**config.mk**
```make
export PLATFORM = sky130hd
export DESIGN_NAME = gmsst_ctrl
export DESIGN_NICKNAME = d
export VERILOG_FILES = /design/src/sv/gmsst_pkg.sv /design/src/sv/gmsst_ctrl.sv
export SDC_FILE = /design/constraint.sdc
export NUM_CORES = 1
export LEC_CHECK = 0
export BUFFER_PORTS_ARGS = -buffer_cell sky130_fd_sc_hd__buf_2
export CAP_MARGIN = 25
export CORE_MARGIN = 2
export CORE_UTILIZATION = 26
export DETAILED_ROUTE_END_ITERATION = 16
export GPL_TIMING_DRIVEN = 0
export PLACE_DENSITY_LB_ADDON = 0.25
export SETUP_SLACK_MARGIN = 0.1
export SYNTH_ARGS = -nofsm -noshare
export SYNTH_HDL_FRONTEND = slang
export SYNTH_SLANG_ARGS = --single-unit
export TNS_END_PERCENT = 5
```
**constraint.sdc**
```tcl
create_clock -name clk -period 3.7 [get_ports clk]
set_input_delay 0.555 -clock clk [delete_from_list [all_inputs] [get_ports clk]]
set_output_delay 0.555 -clock clk [all_outputs]
set_load 0.005 [all_outputs]
```
**src/sv/gmsst_pkg.sv**
```systemverilog
// ----------------------------------------------------------------------------
// gmsst_pkg: shared types and constants for the grid spread-time block
// Cell codes, configuration register indexes, the level counter format and
// the command/status bundles between controller and datapath.
// ----------------------------------------------------------------------------
package gmsst_pkg;

	// Cell codes as loaded from the stream
	localparam logic [1:0] CELL_EMPTY  = 2'd0;
	localparam logic [1:0] CELL_TARGET = 2'd1;
	localparam logic [1:0] CELL_SOURCE = 2'd2;

	// Configuration register indexes
	localparam logic REG_ROW_COUNT    = 1'b0;
	localparam logic REG_COLUMN_COUNT = 1'b1;

	// Configuration and result field widths
	localparam int CFG_W = 7;
	localparam int LVL_W = 12;
	localparam logic [LVL_W-1:0] LEVEL_MAX = {LVL_W{1'b1}};

	// Neighbor visiting order for one frontier entry
	typedef enum logic [1:0] {
		DIR_UP    = 2'd0,
		DIR_DOWN  = 2'd1,
		DIR_LEFT  = 2'd2,
		DIR_RIGHT = 2'd3
	} nb_dir_t;

	// Controller to datapath commands
	typedef struct packed {
		logic load_wr;
		logic load_last;
		logic setup;
		logic scan_step;
		logic lvl_mark;
		logic lvl_inc;
		logic fetch;
		logic nb_issue;
		logic nb_adv;
		logic nb_eval;
		logic finish;
	} dp_cmd_t;

	// Datapath to controller status
	typedef struct packed {
		logic scan_done;
		logic head_at_end;
		logic queue_empty;
		logic nb_ok;
		logic nb_last;
		logic out_busy;
	} dp_sts_t;

endpackage

```
**src/sv/gmsst_ctrl.sv**
```systemverilog
// ----------------------------------------------------------------------------
// gmsst_ctrl: sequencing controller
// Steps through loading, source scan, level-by-level frontier expansion and
// result hand-off, issuing one command bundle per cycle to the datapath.
// ----------------------------------------------------------------------------
module gmsst_ctrl (
	input  logic              clk,
	input  logic              arst_n,
	input  logic              in_valid,
	output logic              in_ready,
	input  logic              last_cell,
	input  gmsst_pkg::dp_sts_t sts,
	output gmsst_pkg::dp_cmd_t cmd
);
	import gmsst_pkg::*;

	typedef enum logic [7:0] {
		ST_LOAD   = 8'b0000_0001,
		ST_SETUP  = 8'b0000_0010,
		ST_SCAN   = 8'b0000_0100,
		ST_LEVEL  = 8'b0000_1000,
		ST_FETCH  = 8'b0001_0000,
		ST_NB_CHK = 8'b0010_0000,
		ST_NB_EVL = 8'b0100_0000,
		ST_DONE   = 8'b1000_0000
	} state_t;

	state_t state_q;
	state_t state_d;
	logic   in_acc;

	assign in_ready = (state_q == ST_LOAD);
	assign in_acc   = in_valid && in_ready;

	// Next state and command decode
	always_comb begin
		state_d = state_q;
		cmd     = '0;
		unique case (state_q)
			ST_LOAD: begin
				if (in_acc) begin
					cmd.load_wr = 1'b1;
					if (last_cell) begin
						cmd.load_last = 1'b1;
						state_d       = ST_SETUP;
					end
				end
			end
			ST_SETUP: begin
				cmd.setup = 1'b1;
				state_d   = ST_SCAN;
			end
			ST_SCAN: begin
				cmd.scan_step = 1'b1;
				if (sts.scan_done) begin
					cmd.lvl_mark = 1'b1;
					state_d      = ST_LEVEL;
				end
			end
			ST_LEVEL: begin
				if (!sts.head_at_end) begin
					state_d = ST_FETCH;
				end else if (!sts.queue_empty) begin
					cmd.lvl_mark = 1'b1;
					cmd.lvl_inc  = 1'b1;
				end else begin
					state_d = ST_DONE;
				end
			end
			ST_FETCH: begin
				cmd.fetch = 1'b1;
				state_d   = ST_NB_CHK;
			end
			ST_NB_CHK: begin
				if (sts.nb_ok) begin
					cmd.nb_issue = 1'b1;
					state_d      = ST_NB_EVL;
				end else if (sts.nb_last) begin
					state_d = ST_LEVEL;
				end else begin
					cmd.nb_adv = 1'b1;
				end
			end
			ST_NB_EVL: begin
				cmd.nb_eval = 1'b1;
				if (sts.nb_last) begin
					state_d = ST_LEVEL;
				end else begin
					cmd.nb_adv = 1'b1;
					state_d    = ST_NB_CHK;
				end
			end
			ST_DONE: begin
				if (!sts.out_busy) begin
					cmd.finish = 1'b1;
					state_d    = ST_LOAD;
				end
			end
			default: begin
				state_d = ST_LOAD;
			end
		endcase
	end

	// State register
	always_ff @(posedge clk or negedge arst_n) begin
		if (!arst_n) begin
			state_q <= ST_LOAD;
		end else begin
			state_q <= state_d;
		end
	end

endmodule

```
==> impl_metrics.tcl <==
set metrics [dict create \
    final-hold-violation-count 0 \
    via_count 496 \
    syn_inst 57 \
    finalClockSkew_ns 0.00131 \
    insertion_delay_ns 0.26 \
    fin_crit_sh_pct 63.6 \
    synth_top_area_cell "dfrtp_1" \
    ctsHoldBuffers 0 \
    largest_register "state_q" \
    grt_use_total_pct 11.9 \
    antenna_found_initial 0 \
    setup_viol 0 \
    numClockSinks 8 \
    fmax_mhz 425 \
    dr.pass1.iters 4 \
    synth_edf_count 0 \
    cts_buffers 3 \
    ys_seq_area_share_pct 37.2 \
    synth_area_leaders "dfrtp_1 32%, nor4_4 7.9%, nor2_1 5.5%" \
    synth.avg_cell_area_um2 9.50 \
    fin_setup_tns_ns 0 \
    p_leak_uw 0.000378 \
    yosys_warnings 0 \
    synth_seq_cells 8 \
    clockRootBuffer "clkbuf_4" \
    async_flop_share_pct 100 \
    routed_via_density 4.55 \
    grt_overflow_total 0 \
    die-height_um 49.6 \
    nFillCells 230 \
    required_ns 3.14 \
    synth_cell_types 27 \
    slew_viol_final 0 \
    cts_setup_buffers 0 \
    critPathMaxFanout 7 \
    io_pins 22 \
    place_congestion 0.696 \
    core_area_um2 1960 \
    hp-class "in2async" \
    slew_headroom_pct 70.4 \
    power.density_cell_area_nw_per_um2 448 \
    drc 0 \
    antenna_left 0 \
    post_cts_resized 0 \
    largest_reg_flops 8 \
    rsz0062_at_grt "false" \
    final_nets 93 \
    start_util_pct 27.6 \
    reg.largest.list "state_q (8)" \
    outcome "finished clean" \
    h-tree-depth 1 \
    die-area_um2 2460 \
    critPathKind "reg2out" \
    drt_iter0_markers 11 \
    drive_above_1_share_pct 41.5 \
    clk_path_buf_depth 2 \
    yosys-top-cells-count "8 x nor2_1, 7 x dfrtp_1, 4 x nand2_1, 3 x inv_1, 3 x nand3_1" \
    final.min_clock_period_ns 2.35 \
    yosys.area.top_type_share_pct 32.3 \
    cts_tree "yes" \
    syn_nets 67 \
    syn2layout_area_growth_pct 30.5 \
    multi_input_area_um2 325 \
    die_w_um 49.6 \
    grt_first_pass_wirelength_um 2170 \
    maxCapViolations 0 \
    path_clk_slew_ns 0.06 \
    port_buffers 21 \
    dp_cells 105 \
    final_cells 109 \
    synth_ff_type "dfrtp_1" \
    wl_um 1280 \
    wire_per_inst_um 11.8 \
    ir_worst_vdd_mv 0.270 \
    endpoint_kind "primary output" \
    first_global_vias 482 \
    synth_most_common_cell "nor2_1" \
    n_antenna_cell 0 \
    std_cell_rows 16 \
    regArea_um2 201 \
    grt_max_degree 9 \
    worstPathArrival_ns 1.80 \
    startpoint_type "register" \
    worst_pin_slew_ns 0.440 \
    synth_area_um2 542 \
]
per-stage QoR:
step | hold WS (ns) | total power (µW) | worst slack [ns] | cell area (µm²) | util [%]
2_1_floorplan | 0.259 | 203 | 1.81 | 542 | -
3_3_place_gp | 0.412 | 241 | 1.64 | 681 | 34.7
3_5_place_dp | 0.417 | 243 | 1.62 | 681 | 34.7
4_1_cts | 0.141 | 318 | 1.34 | 707 | 36.0
5_1_grt | 0.137 | 341 | 1.13 | 707 | 36.0
6_report | 0.131 | 317 | 1.35 | 707 | 36.0
report_power, final:
part	internal, µW	switching, µW	leakage, µW
Clock	41.5	34.0	0.0000150
Sequential	101	19.2	0.000108
Combinational	58.6	62.1	0.000256
worst paths after layout:
kind                       cells after the start  startpoint  slack (ns)    endpoint
min reg2reg                                    2  state_q[5]        0.68  state_q[6]
max                                            5  state_q[1]        1.35      cmd[6]
max in group asynchronous                      1      arst_n        3.32  state_q[0]
min in group clk                               2      sts[4]        0.47  state_q[4]
min                                            1      arst_n        0.13  state_q[6]
max reg2reg                                    4  state_q[1]        2.07  state_q[0]
placed cells by master, fill, tap and decap left out, types with 2 or more instances in the layout:
master and count:
buf_2 21, nor2_1 8, dfrtp_1 7, nand2_1 4, inv_1 3, nand3_1 3
clkbuf_4 3, nor4_4 2, nand2b_1 2, nand2_2 2, nor3b_2 2, and3_1 2
nor3_1 2, and2_1 2, o22ai_1 2, o21bai_1 2, xor2_1 2
final cells by class:
class / count / area share, %
Clock buffer: 4 / 3.72
Timing Repair Buffer: 21 / 14.9
Multi-Input combinational cell: 45 / 46.0
Inverter: 4 / 2.12
Sequential cell: 8 / 28.5
Tap cell: 27 / 4.78
worst max-delay path, cell delays in order, from the launching register on:
cell and delay (ns):
dfrtp_1 0.45, nor4_4 0.49, nand4b_2 0.23, inv_2 0.11
a21o_1 0.15, buf_2 0.12
cells by family (layout without fill, tap and decap cells):
group,Yosys count,in the layout,synth area share [%]
xor+xnor,2,2,3.23
compound gates,8,8,11.8
flops,8,8,37.2
simple gates,35,35,45.0
buf+inv,4,29,2.77
per-layer routing:
| metal | GRT usage [%] | share of wire, % | vias up |
|---|---|---|---|
| met5 | 0 | 0 | - |
| met4 | 6.94 | 0 | 0 |
| met3 | 3.03 | 7.1 | 0 |
| met2 | 16.7 | 43 | 20 |
| met1 | 16.4 | 50 | 222 |
| li1 | - | - | 254 |
Power figures use the tool's default switching activity.
